**src/rtl/triangle_pixel_shader_core_assert.svh**
```systemverilog
// Assertion macros shared by the shader core.
`ifndef TRIANGLE_PIXEL_SHADER_CORE_ASSERT_SVH
`define TRIANGLE_PIXEL_SHADER_CORE_ASSERT_SVH

// same-cycle implication
`define TPS_ASSERT_NOW(label, clk, rst_n, cond, prop) \
    label: assert property (@(posedge clk) disable iff (!rst_n) (cond) |-> (prop)) \
        else $error("shader core check failed");

// next-cycle implication
`define TPS_ASSERT_NEXT(label, clk, rst_n, cond, prop) \
    label: assert property (@(posedge clk) disable iff (!rst_n) (cond) |=> (prop)) \
        else $error("shader core check failed");

`endif

```
**src/rtl/tps_pkg.sv**
```systemverilog
`default_nettype none
package tps_pkg;

    localparam int MAX_SIDE   = 4096;
    localparam int SIDE_W     = 13;
    localparam int PIX_W      = 12;
    localparam int CFG_W      = 16;
    localparam int CFG_IDX_W  = 2;
    localparam int TRIG_W     = 16;
    localparam int ROT_W      = 33;   // rotated vertex, Q.30
    localparam int SCALE_W    = 45;   // Q.30 times side
    localparam int FRAC_SHIFT = 23;
    localparam int COORD_W    = 22;   // Q.8 pixel coordinate, signed
    localparam int PROD_W     = 44;
    localparam int EDGE_W     = 45;
    localparam int MAG_W      = 44;
    localparam int WT_W       = 17;   // Q.16 weight
    localparam int DIV_STEPS  = 17;
    localparam int ACC_W      = 35;
    localparam int FIFO_DEPTH = 4;
    localparam int PTR_W      = 2;

    localparam logic [SIDE_W-1:0] RST_WIDTH  = 13'd640;
    localparam logic [SIDE_W-1:0] RST_HEIGHT = 13'd480;
    localparam logic [TRIG_W-1:0] RST_COS    = 16'h7FFF;
    localparam logic [TRIG_W-1:0] RST_SIN    = 16'h0000;

    localparam logic [31:0]   BG_ARGB = 32'hFF14141F;
    localparam logic [WT_W-1:0] C_ONE = 17'd65536;
    localparam logic [WT_W-1:0] C_LOW = 17'd13107;

    typedef enum logic [CFG_IDX_W-1:0] {
        REG_FRAME_WIDTH  = 2'd0,
        REG_FRAME_HEIGHT = 2'd1,
        REG_ROT_COS      = 2'd2,
        REG_ROT_SIN      = 2'd3
    } reg_idx_t;

    typedef struct packed {
        logic [PIX_W-1:0] pix_x;
        logic [PIX_W-1:0] pix_y;
    } pix_in_t;

    typedef struct packed {
        logic [31:0] argb;
        logic        covered;
    } pix_out_t;

    // triangle set up from the registers
    typedef struct packed {
        logic [2:0][COORD_W-1:0] vx;
        logic [2:0][COORD_W-1:0] vy;
        logic [MAG_W-1:0]        area_mag;
        logic                    area_neg;
        logic                    degen;
        logic [SIDE_W-1:0]       width;
        logic [SIDE_W-1:0]       height;
        logic                    ready;
    } geom_t;

    typedef struct packed {
        logic                  covered;
        logic [2:0][MAG_W-1:0] mag;
    } edge_item_t;

    typedef struct packed {
        logic full;
        logic empty;
    } fifo_stat_t;

    // unit triangle, Q.15
    function automatic logic signed [TRIG_W-1:0] vtx_x(input logic [1:0] i);
        logic signed [TRIG_W-1:0] v;
        unique case (i)
            2'd0:    v = 16'sd0;
            2'd1:    v = -16'sd19661;
            2'd2:    v = 16'sd19661;
            default: v = 16'sd0;
        endcase
        return v;
    endfunction

    function automatic logic signed [TRIG_W-1:0] vtx_y(input logic [1:0] i);
        logic signed [TRIG_W-1:0] v;
        unique case (i)
            2'd0:    v = 16'sd19661;
            2'd1:    v = -16'sd13107;
            2'd2:    v = -16'sd13107;
            default: v = 16'sd0;
        endcase
        return v;
    endfunction

endpackage
`default_nettype wire

```
**src/rtl/tps_fifo.sv**
```systemverilog
`default_nettype none
module tps_fifo
    import tps_pkg::*;
(
    input  wire logic  clk,
    input  wire logic  rst_n,
    input  wire logic  push,
    input  wire edge_item_t wr_item,
    input  wire logic  pop,
    output edge_item_t rd_item,
    output fifo_stat_t stat
);

    edge_item_t       mem_reg [FIFO_DEPTH];
    logic [PTR_W-1:0] wr_ptr_reg, rd_ptr_reg;
    logic [PTR_W:0]   count_reg;

    assign rd_item    = mem_reg[rd_ptr_reg];
    assign stat.full  = (count_reg == (PTR_W + 1)'(FIFO_DEPTH));
    assign stat.empty = (count_reg == '0);

    always_ff @(posedge clk or negedge rst_n)
    begin
        if (!rst_n)
        begin
            wr_ptr_reg <= '0;
            rd_ptr_reg <= '0;
            count_reg  <= '0;
        end
        else
        begin
            if (push)
            begin
                wr_ptr_reg <= wr_ptr_reg + 1'b1;
            end
            if (pop)
            begin
                rd_ptr_reg <= rd_ptr_reg + 1'b1;
            end
            if (push && !pop)
            begin
                count_reg <= count_reg + 1'b1;
            end
            else if (pop && !push)
            begin
                count_reg <= count_reg - 1'b1;
            end
        end
    end

    always_ff @(posedge clk)
    begin
        if (push)
        begin
            mem_reg[wr_ptr_reg] <= wr_item;
        end
    end

endmodule
`default_nettype wire

```
**config.mk**
```make
export PLATFORM = sky130hd
export DESIGN_NAME = tps_fifo
export DESIGN_NICKNAME = d
export VERILOG_FILES = /design/src/rtl/triangle_pixel_shader_core_assert.svh /design/src/rtl/tps_pkg.sv /design/src/rtl/tps_fifo.sv
export SDC_FILE = /design/constraint.sdc
export NUM_CORES = 1
export LEC_CHECK = 0
export BUFFER_PORTS_ARGS = -buffer_cell sky130_fd_sc_hd__buf_2
export CAP_MARGIN = 20
export CORE_UTILIZATION = 35
export CTS_CLUSTER_SIZE = 28
export DETAILED_ROUTE_END_ITERATION = 6
export PLACE_DENSITY_LB_ADDON = 0.3
export SYNTH_ARGS = -nofsm -noshare
export SYNTH_HDL_FRONTEND = slang
export SYNTH_SLANG_ARGS = --single-unit
```
**constraint.sdc**
```tcl
create_clock -name clk -period 6.65 [get_ports clk]
set_clock_uncertainty 0.1 [all_clocks]
set_input_delay 0.3325 -clock clk [delete_from_list [all_inputs] [get_ports clk]]
set_output_delay 0.3325 -clock clk [all_outputs]
set_load 0.05 [all_outputs]
```
==> flow_summary.toml, run 1 <==
[clock_network]
cts_buffers = 56
clock-sinks = 539
cts-root-buf = "clkbuf_16"
clock_latency_ns = 0.57
cts_resized = 0
clk_path_buf_depth = 3
h-tree-depth = 2
cts_tree = "yes"
clk_pin_slew_ns = 0.06

[place]
hpwl_um = 22080
io_buffer_count = 271
gp_congestion = 0.6799
place_area_um2 = 21770

[routing]
drtPass1Iterations = 6
dr_total_vias = 9218
ant_nets = 0
drc = 0
wire_per_inst_um = 20.03
routed_wl_um = 39470
via_per_inst = 4.677
first_iter_violations = 393

[die]
dieArea_um2 = 56810
io_pins = 272
num_rows = 86
die_w_um = 238.3
core_um2 = 55090
start_util_pct = 35.49
fp.dieH_um = 238.3

[global_route]
use_met2_pct = 22.70
grt_max_degree = 79
antenna_found_initial = 4
grt_overflow = 0
gr-usage-met3_pct = 4.466
grt_pass1_wl_um = 60380
grt_pass1_vias = 10090
grtUsageMet1_pct = 18.54
grt-busiest-layer = "met2"
grtUsageTotal_pct = 14.08

[yosys]
synth_edf_count = 532
syn_inst = 729
synth_area_leaders = "edfxtp_1 (82%), mux4_2 (15%), dfrtp_1 (0.90%)"
ys_warn_count = 0
synth_top_cell_by_area = "edfxtp_1"
synth_fp_nets = 872
yosysSeqAreaShare_pct = 82.61
synth_cell_types = 19
yosysMostFrequentCell = "edfxtp_1"
synthFlopType = "edfxtp_1"
ys_ff_latch = 539
synth_top_area_share_pct = 81.72
avgSynthCellArea_um2 = 26.82
netlist_area_um2 = 19550
synth_common_cells = "edfxtp_1 (532), mux4_2 (133), buf_2 (16)"
synth-async-reset-ratio_pct = 1.299

[setup_path]
crit_fanout = 53
rr_worst_depth = 4
criticalPathCategory = "reg -> out"
crit_chain = "buf_4, mux4_2, buf_2"
critPathSlowestCell = "dfrtp_4"
arrival_ns = 2.95
path_buf_inv = 2
critPathTopFamily = "flip-flops"
cp_data_required_time_ns = 6.22
critPathMaxStageDelay_ns = 0.98
crit_path_end_kind = "primary output"
start_kind = "register"
cp.depth = 3

[sta]
fmax_mhz = 295.9
hold_violations = 0
fin_crit_sh_pct = 50.82
timing.setup.tns_ns = 0
worstMarginPinSlew_ns = 0.9515
rsz0062_at_grt = "false"
period_minus_slack_ns = 3.380
slew_headroom_pct = 36.57
slew_viol_final = 0
worst_hold_slack_ns = 0.3951
final-setup-viol-count = 0

[pwr]
ir_drop_mv = 0.3348
leakagePower_nw = 8.484
power.density_nw_per_um2 = 488.6
power.total_w = 0.01215

[layout]
syn2layout_area_growth_pct = 27.21
drive_gt1_share_pct = 40.98
fin_area_um2 = 24870
largest_register_ff_count = 532
final_nets = 1320

[run_status]
outcome = "finished clean"

[worst_hold_path]
hold_path_depth = 2
hold_path_class = "in -> reg"

[flow_run]
maxCapViolations = 0
==> final timing paths <==
| kind | start | to | slack, ns |
|---|---|---|---|
| max | rd_ptr_reg[1]$_DFFE_PN0P_ | rd_item[53] | 3.27 |
| min | wr_item[109] | mem_reg[3][109]$_DFFE_PP_ | 0.40 |
| max reg2reg | wr_ptr_reg[0]$_DFFE_PN0P_ | mem_reg[0][86]$_DFFE_PP_ | 4.25 |
| min reg2reg | count_reg[2]$_DFFE_PN0P_ | count_reg[2]$_DFFE_PN0P_ | 0.40 |
| max in group asynchronous | rst_n | rd_ptr_reg[0]$_DFFE_PN0P_ | 5.54 |
| min in group asynchronous | rst_n | count_reg[1]$_DFFE_PN0P_ | 0.62 |
==> report_power, final <==
part	switching (W)	internal (W)	total [W]	leakage, nW
registers	0.000224	0.00445	0.00467	4.97
logic	0.00322	0.00134	0.00456	2.67
clock network	0.00122	0.00169	0.00292	0.847
total	0.00467	0.00748	0.0122	8.48
==> layout make-up <==
class	instances	area (um2)
diodes	3	7.507
clock buffers	75	1544
clock inverters	26	172.7
fillers	4739	30220
inverters	4	15.01
multi-input cells	156	3206
flip-flops and latches	539	16160
well taps	748	935.9
repair buffers	420	2830
==> cell usage in the layout (no fill, tap or decap) <==
cell type	instances
mux4_2	133
clkinvlp_4	1
clkinv_1	11
buf_4	11
dlygate4sd3_1	137
clkinv_2	11
and2_4	4
inv_6	1
dfrtp_1	5
ha_1	5
xnor2_1	2
nor2_1	1
nor3b_1	1
mux2_2	1
buf_12	1
nand2_1	2
edfxtp_1	532
clkbuf_16	57
buf_2	271
clkbuf_8	5
nor3_1	1
diode_2	3
bufinv_16	2
clkbuf_1	13
xor2_1	4
o21ai_0	1
dfrtp_4	2
inv_1	4
fa_1	1
==> logic make-up (layout without fill, tap and decap cells) <==
family                   Yosys count  in the layout  share of synthesized area [%]
multiplexers                     134            134                          15.38
adder cells (fa/ha/maj)            6              6                         0.4224
AND/OR/NAND/NOR                    9              9                         0.2496
buffers and inverters             34            525                          1.043
XOR/XNOR                           6              6                         0.2688
AO/OA/AOI/OAI                      1              1                        0.02558
flip-flops                       539            539                          82.61
other                              0              3                              0
==> metrics by stage <==
| stage | util (%) | std cells | setup WS (ns) |
|---|---|---|---|
| floorplan | - | 729 | 2.377 |
| global placement | 39.52 | 1730 | 3.777 |
| detailed placement | 39.52 | 1730 | 3.767 |
| CTS | 45.13 | 1968 | 3.143 |
| global route | 45.14 | 1971 | 3.043 |
| finish | 45.14 | 1971 | 3.270 |
==> metal layers <==
layer	up-vias	wire [um]
li1	4061	-
met1	4862	17060
met2	232	18950
met3	61	2727
met4	2	725
met5	-	10
==> timing repair <==
action / 4_1_cts / 5_1_grt
hold endpoints to repair: 543 / 0
hold buffers: 137 / 0
buffers inserted: 0 / 0
Power figures use the tool's default switching activity.
==> run 2: changes to the inputs <==
--- a/config.mk
+++ b/config.mk
@@ -5,6 +5,7 @@
 export SDC_FILE = /design/constraint.sdc
 export NUM_CORES = 1
 export LEC_CHECK = 0
+export ABC_AREA = 1
 export BUFFER_PORTS_ARGS = -buffer_cell sky130_fd_sc_hd__buf_2
 export CAP_MARGIN = 20
 export CORE_UTILIZATION = 35
==> constraint.sdc (replaced) <==
create_clock -name clk -period 3.1 [get_ports clk]
set_clock_uncertainty 0.1 [all_clocks]
set_input_delay 0.155 -clock clk [delete_from_list [all_inputs] [get_ports clk]]
set_output_delay 0.155 -clock clk [all_outputs]
set_load 0.05 [all_outputs]
==> run 2 against run 1 <==
Net effect: flip-flop and latch count unchanged; combinational power increased to 2.7 times the previous value; clock power increased by 140%; global-route usage increased by 1.0 points; largest power group is now combinational logic; critical path depth increased by 1; critical endpoint is now rd_item[52]; die area increased by 9.6%; critical path type unchanged; largest cell class unchanged.
==> flow_summary.toml, run 2 <==
[layout]
drive_gt1_share_pct = 19.96
final_common_cell = "edfxtp_1"
final_nets = 2154
syn2layout_area_growth_pct = 26.65
largest_register_ff_count = 532
mostFrequentLayoutCells = "edfxtp_1 (532), nand2_1 (408), inv_1 (272), buf_2 (269), o211ai_1 (266)"

[routing]
first_iter_violations = 688
drc = 0
via_per_inst = 4.568
ant_nets = 0
dr_total_vias = 12990
drtPass1Iterations = 5
routed_wl_um = 47040
wire_per_inst_um = 16.54

[pwr]
power.total_w = 0.02965
leakagePower_nw = 10.78
pwr-share-clk_pct = 24.0
p_int_w = 0.01684
switchingPower_w = 0.01281
power.share.sequential_pct = 33.7
combPwrFrac_pct = 42.3
power.density_nw_per_um2 = 1091
ir_drop_mv = 0.5836
swShare_pct = 43.20

[yosys]
synth_top_cell_by_area = "edfxtp_1"
yosysMostFrequentCell = "edfxtp_1"
netlist_area_um2 = 21450
synth_cell_types = 19
syn_inst = 1599
synth-async-reset-ratio_pct = 1.299
synth_area_leaders = "edfxtp_1 (74%), o211ai_1 (9.3%), nand2_1 (7.2%)"
synthFlopType = "edfxtp_1"
synth_fp_nets = 1742
ys_ff_latch = 539
synth_top_area_share_pct = 74.49
ys_warn_count = 0
synth_edf_count = 532
synth_common_cells = "edfxtp_1 (532), nand2_1 (412), inv_1 (277)"
avgSynthCellArea_um2 = 13.41
yosysSeqAreaShare_pct = 75.30

[place]
io_buffer_count = 271
gp_congestion = 0.7311
hpwl_um = 27320

[sta]
hold_violations = 0
fin_crit_sh_pct = 87.93
worstMarginPinSlew_ns = 0.8983
worst_hold_slack_ns = 0.2079
rsz0062_at_grt = "false"
final-setup-viol-count = 0
slew_viol_final = 0
period_minus_slack_ns = 2.726
slew_headroom_pct = 39.99
fmax_mhz = 366.9

[setup_path]
crit_path_end_kind = "primary output"
criticalPathCategory = "reg -> out"
r2r_start = "wr_ptr_reg[0]$_DFFE_PN0P_"
crit_fanout = 44
cp_data_required_time_ns = 2.84
crit_start = "rd_ptr_reg[0]$_DFFE_PN0P_"
start_kind = "register"
arrival_ns = 2.47

[flow_run]
maxCapViolations = 0

[clock_network]
cts_tree = "yes"
clk_pin_slew_ns = 0.06
cts_resized = 0
cts_buffers = 57
cts-root-buf = "clkbuf_16"
clk_path_buf_depth = 3
clock-sinks = 539
h-tree-depth = 2
clock_latency_ns = 0.58

[die]
num_rows = 90
fp.dieH_um = 249.5
die_w_um = 249.5
start_util_pct = 35.47
core_um2 = 60470
dieArea_um2 = 62270
io_pins = 272

[global_route]
grt_pass1_wl_um = 73690
antenna_found_initial = 1
grt_pass1_vias = 13140
grt_max_degree = 101
grtUsageTotal_pct = 15.10
grt_overflow = 0

[worst_hold_path]
hold_path_class = "in -> reg"
hold_path_startpoint = "wr_item[94]"

[run_status]
outcome = "finished clean"
==> run 2: cell types whose count changed after synthesis, sizes merged, moves of 4 or more <==
cell    delta
clkbuf     +7
and2       -4
nand2    +410
mux4     -133
o211ai   +266
inv      +274
buf       +52
==> run 2: critical path, cell delays in order, from the launching register on <==
cell	delay [ns]
dfrtp_4	0.81
buf_4	0.48
o211ai_1	0.19
nand2_1	0.10
buf_2	0.26
==> run 2: final cells by class <==
class | instances | area [um2]
antenna | 3 | 7.507
clock buffer | 66 | 1503
clock inverter | 41 | 471.7
fill | 5443 | 33310
inverter | 278 | 1061
multi-input combinational | 693 | 3707
sequential | 539 | 16160
tap | 782 | 978.4
timing repair buffer | 442 | 3276
==> run 2: metal layers <==
metal  share of wire, %  global-route usage (%)
met3                5.7                   3.922
met1                 42                   18.57
met4                2.1                   4.356
met2                 50                   26.07
met5                  0                       0
==> run 2: path summary, 6_finish.rpt <==
| check | endpoint | slack, ns | cells after the start |
|---|---|---|---|
| setup / recovery | rd_item[52] | 0.37 | 4 |
| hold / removal | mem_reg[2][94]$_DFFE_PP_ | 0.21 | 2 |
| setup reg to reg | mem_reg[3][34]$_DFFE_PP_ | 0.85 | 4 |
| hold reg to reg | count_reg[2]$_DFFE_PN0P_ | 0.42 | 2 |
| max in group asynchronous | rd_ptr_reg[0]$_DFFE_PN0P_ | 2.01 | 3 |
| min in group asynchronous | rd_ptr_reg[1]$_DFFE_PN0P_ | 0.53 | 3 |
==> run 2: kinds of logic (layout without fill, tap and decap cells) <==
group                    count (synthesis)  in the layout  share of synthesized area (%)
buffers and inverters                  367            827                          7.503
AO/OA/AOI/OAI                          267            267                          9.334
flip-flops                             539            539                          75.30
AND/OR/NAND/NOR                        416            416                          7.310
adder cells (fa/ha/maj)                  6              6                         0.3850
XOR/XNOR                                 4              4                         0.1634
other                                    0              3                              0
==> run 2: stage by stage <==
| step | worst slack, ns | cell area (um2) | util (%) | cells | setup TNS, ns |
|---|---|---|---|---|---|
| after floorplan | -0.03723 | 21480 | - | 1599 | -14.58 |
| after global placement | 0.7925 | 23810 | 39.37 | 2597 | 0 |
| after detailed placement | 0.7320 | 23810 | 39.37 | 2597 | 0 |
| after CTS | 0.2617 | 27150 | 44.91 | 2841 | 0 |
| after global routing | 0.1589 | 27160 | 44.91 | 2842 | 0 |
| final | 0.3741 | 27160 | 44.92 | 2844 | 0 |
==> run 2: timing repair <==
| action | 4_1_cts | 5_1_grt |
|---|---|---|
| endpoints found under the hold margin | 545 | 0 |
| hold buffers | 137 | 0 |
| setup buffers | 0 | 0 |
==> run 2: power groups by stage <==
stage / sequential (W) / combinational (W) / clock (W)
2_1_floorplan: 0.0100 / 0.00950 / 0
3_3_place_gp: 0.0101 / 0.0125 / 0
3_5_place_dp: 0.0102 / 0.0126 / 0
4_1_cts: 0.0100 / 0.0128 / 0.00733
5_1_grt: 0.0101 / 0.0135 / 0.00760
6_report: 0.00999 / 0.0125 / 0.00711
==> run 3: changes to the inputs <==
==> constraint.sdc (replaced) <==
create_clock -name clk -period 3.1 [get_ports clk]
set_clock_uncertainty 0.1 [all_clocks]
set_input_delay 0.465 -clock clk [delete_from_list [all_inputs] [get_ports clk]]
set_output_delay 0.465 -clock clk [all_outputs]
set_load 0.05 [all_outputs]
==> run 3 against run 2 <==
Net effect: sequential share of layout area increased by 0.55 points; largest power group unchanged; fmax shrank 5.1%; combinational power hardly changed; count of clock-buffer cells in the layout increased by 13.
==> flow_summary.toml, run 3 (synthesis gave the netlist of run 2 again) <==
[layout]
final_nets = 2144
syn2layout_area_growth_pct = 25.49
multiInputGateArea_um2 = 3710
fillers = 5411
fin_area_um2 = 26910
drive_gt1_share_pct = 18.91
largest_register_ff_count = 532
final_common_cell = "edfxtp_1"
mostFrequentLayoutCells = "edfxtp_1 (532), nand2_1 (408), inv_1 (272), buf_2 (269), o211ai_1 (266)"
seq_area_um2 = 16160

[clock_network]
clk_path_buf_depth = 3
cts-root-buf = "clkbuf_16"
cts_setup_buffers = 0
cts_tree = "yes"
cts_buffers = 58
clock-sinks = 539
clk_pin_slew_ns = 0.06
cts_resized = 0
h-tree-depth = 2
clock_latency_ns = 0.61

[pwr]
p_int_w = 0.01641
switchingPower_w = 0.01267
pwr-share-clk_pct = 22.7
ir_drop_mv = 0.7022
power.density_nw_per_um2 = 1081
leakagePower_nw = 10.64
power.share.sequential_pct = 34.0
swShare_pct = 43.56
combPwrFrac_pct = 43.4

[setup_path]
critPathTopFamily = "buffers and inverters"
criticalPathCategory = "reg -> out"
r2r_start = "wr_ptr_reg[1]$_DFFE_PN0P_"
critPathSlowestCell = "dfrtp_4"
crit_top_cell = "buf_12"
rr_worst_depth = 5
crit_fanout = 66
path_buf_inv = 3
cp_data_required_time_ns = 2.53
start_kind = "register"
critPathMaxStageDelay_ns = 0.56
arrival_ns = 2.31
r2r_end = "mem_reg[0][46]$_DFFE_PP_"
crit_chain = "buf_12, buf_12, o211ai_1, nand2_1, buf_2"
crit_path_end_kind = "primary output"
r2r_setup_slack_ns = 1.19

[global_route]
grt_pass1_wl_um = 71170
grtUsageTotal_pct = 14.54
grt_overflow = 0
grt_pass1_vias = 13020
antenna_found_initial = 4
grt_max_degree = 139

[routing]
dr_total_vias = 12940
via_per_inst = 4.573
drc = 0
wire_per_inst_um = 16.07
first_iter_violations = 640
routed_wl_um = 45470
ant_nets = 0
drtPass1Iterations = 5

[place]
hpwl_um = 25550
io_buffer_count = 271
gp_congestion = 0.7228
place_area_um2 = 23730

[sta]
fin_crit_sh_pct = 92.69
timing.setup.tns_ns = 0
fmax_mhz = 348.0
rsz0062_at_grt = "false"
slew_viol_final = 0
period_minus_slack_ns = 2.874
final-setup-viol-count = 0
hold_violations = 0
slew_headroom_pct = 54.15
worstMarginPinSlew_ns = 0.6877

[worst_hold_path]
hold_path_class = "in -> async"

[die]
start_util_pct = 35.47
die_w_um = 249.5
core_um2 = 60470
fp.dieH_um = 249.5
dieArea_um2 = 62270
io_pins = 272
num_rows = 90

[run_status]
outcome = "finished clean"

[flow_run]
maxCapViolations = 0
-- run 3: stage by stage --
step                      hold slack (ns)  worst slack, ns  total power, W  utilization [%]  cells
after floorplan                   0.06941         -0.04019         0.01951                -   1599
after global placement             0.2207           0.8703         0.02258            39.24   2588
after detailed placement           0.2215           0.8477         0.02271            39.24   2588
after CTS                         0.07543           0.1650         0.02956            44.50   2828
after global routing               0.1076          0.08001         0.03065            44.51   2829
final                              0.1238           0.2265         0.02908            44.51   2829
-- run 3: metal layers --
layer	vias to the layer above	GRT usage, %	routed length (um)
met4	6	4.550	1111
li1	6390	-	-
met3	83	3.473	2598
met2	281	24.67	22160
met5	-	0	34
met1	6177	18.31	19560
-- run 3: layout make-up --
| class | count | share of cell area, % |
|---|---|---|
| timing repair buffer | 431 | 11.80 |
| sequential | 539 | 60.04 |
| antenna | 1 | 0.009298 |
| clock buffer | 79 | 5.876 |
| multi-input combinational | 693 | 13.78 |
| tap | 782 | 3.636 |
| clock inverter | 26 | 0.9159 |
| inverter | 278 | 3.942 |
-- run 3: power groups by stage --
stage                     Clock [W]  Sequential [W]  Combinational, W
after floorplan                   0          0.0100           0.00951
after global placement            0         0.00999            0.0126
after detailed placement          0          0.0100            0.0127
after CTS                   0.00683         0.00989            0.0128
after global routing        0.00707         0.00998            0.0136
final                       0.00659         0.00987            0.0126
-- run 3: worst max-delay path by stage --
| stage | start | endpoint | depth (start not counted) |
|---|---|---|---|
| 3_5_place_dp | rd_ptr_reg[0]$_DFFE_PN0P_ | rd_item[49] | 5 |
| 3_3_place_gp | rd_ptr_reg[0]$_DFFE_PN0P_ | rd_item[49] | 5 |
| 4_1_cts | rd_ptr_reg[0]$_DFFE_PN0P_ | rd_item[49] | 5 |
| 2_1_floorplan | wr_ptr_reg[0]$_DFFE_PN0P_ | mem_reg[0][0]$_DFFE_PP_ | 4 |
| 5_1_grt | rd_ptr_reg[0]$_DFFE_PN0P_ | rd_item[85] | 4 |
| 6_report | rd_ptr_reg[0]$_DFFE_PN0P_ | rd_item[49] | 5 |
-- run 3: timing repair --
action                                  4_1_cts  5_1_grt
endpoints found under the hold margin       540        0
hold buffers                                135        0
endpoints found under the setup margin        0        0
-- run 3: worst register-to-register path, stage by stage, from the launching register on --
cell	delay [ns]
dfrtp_1	0.40
inv_1	0.11
ha_2	0.18
nand2_2	0.06
clkinvlp_4	0.12
buf_12	0.47
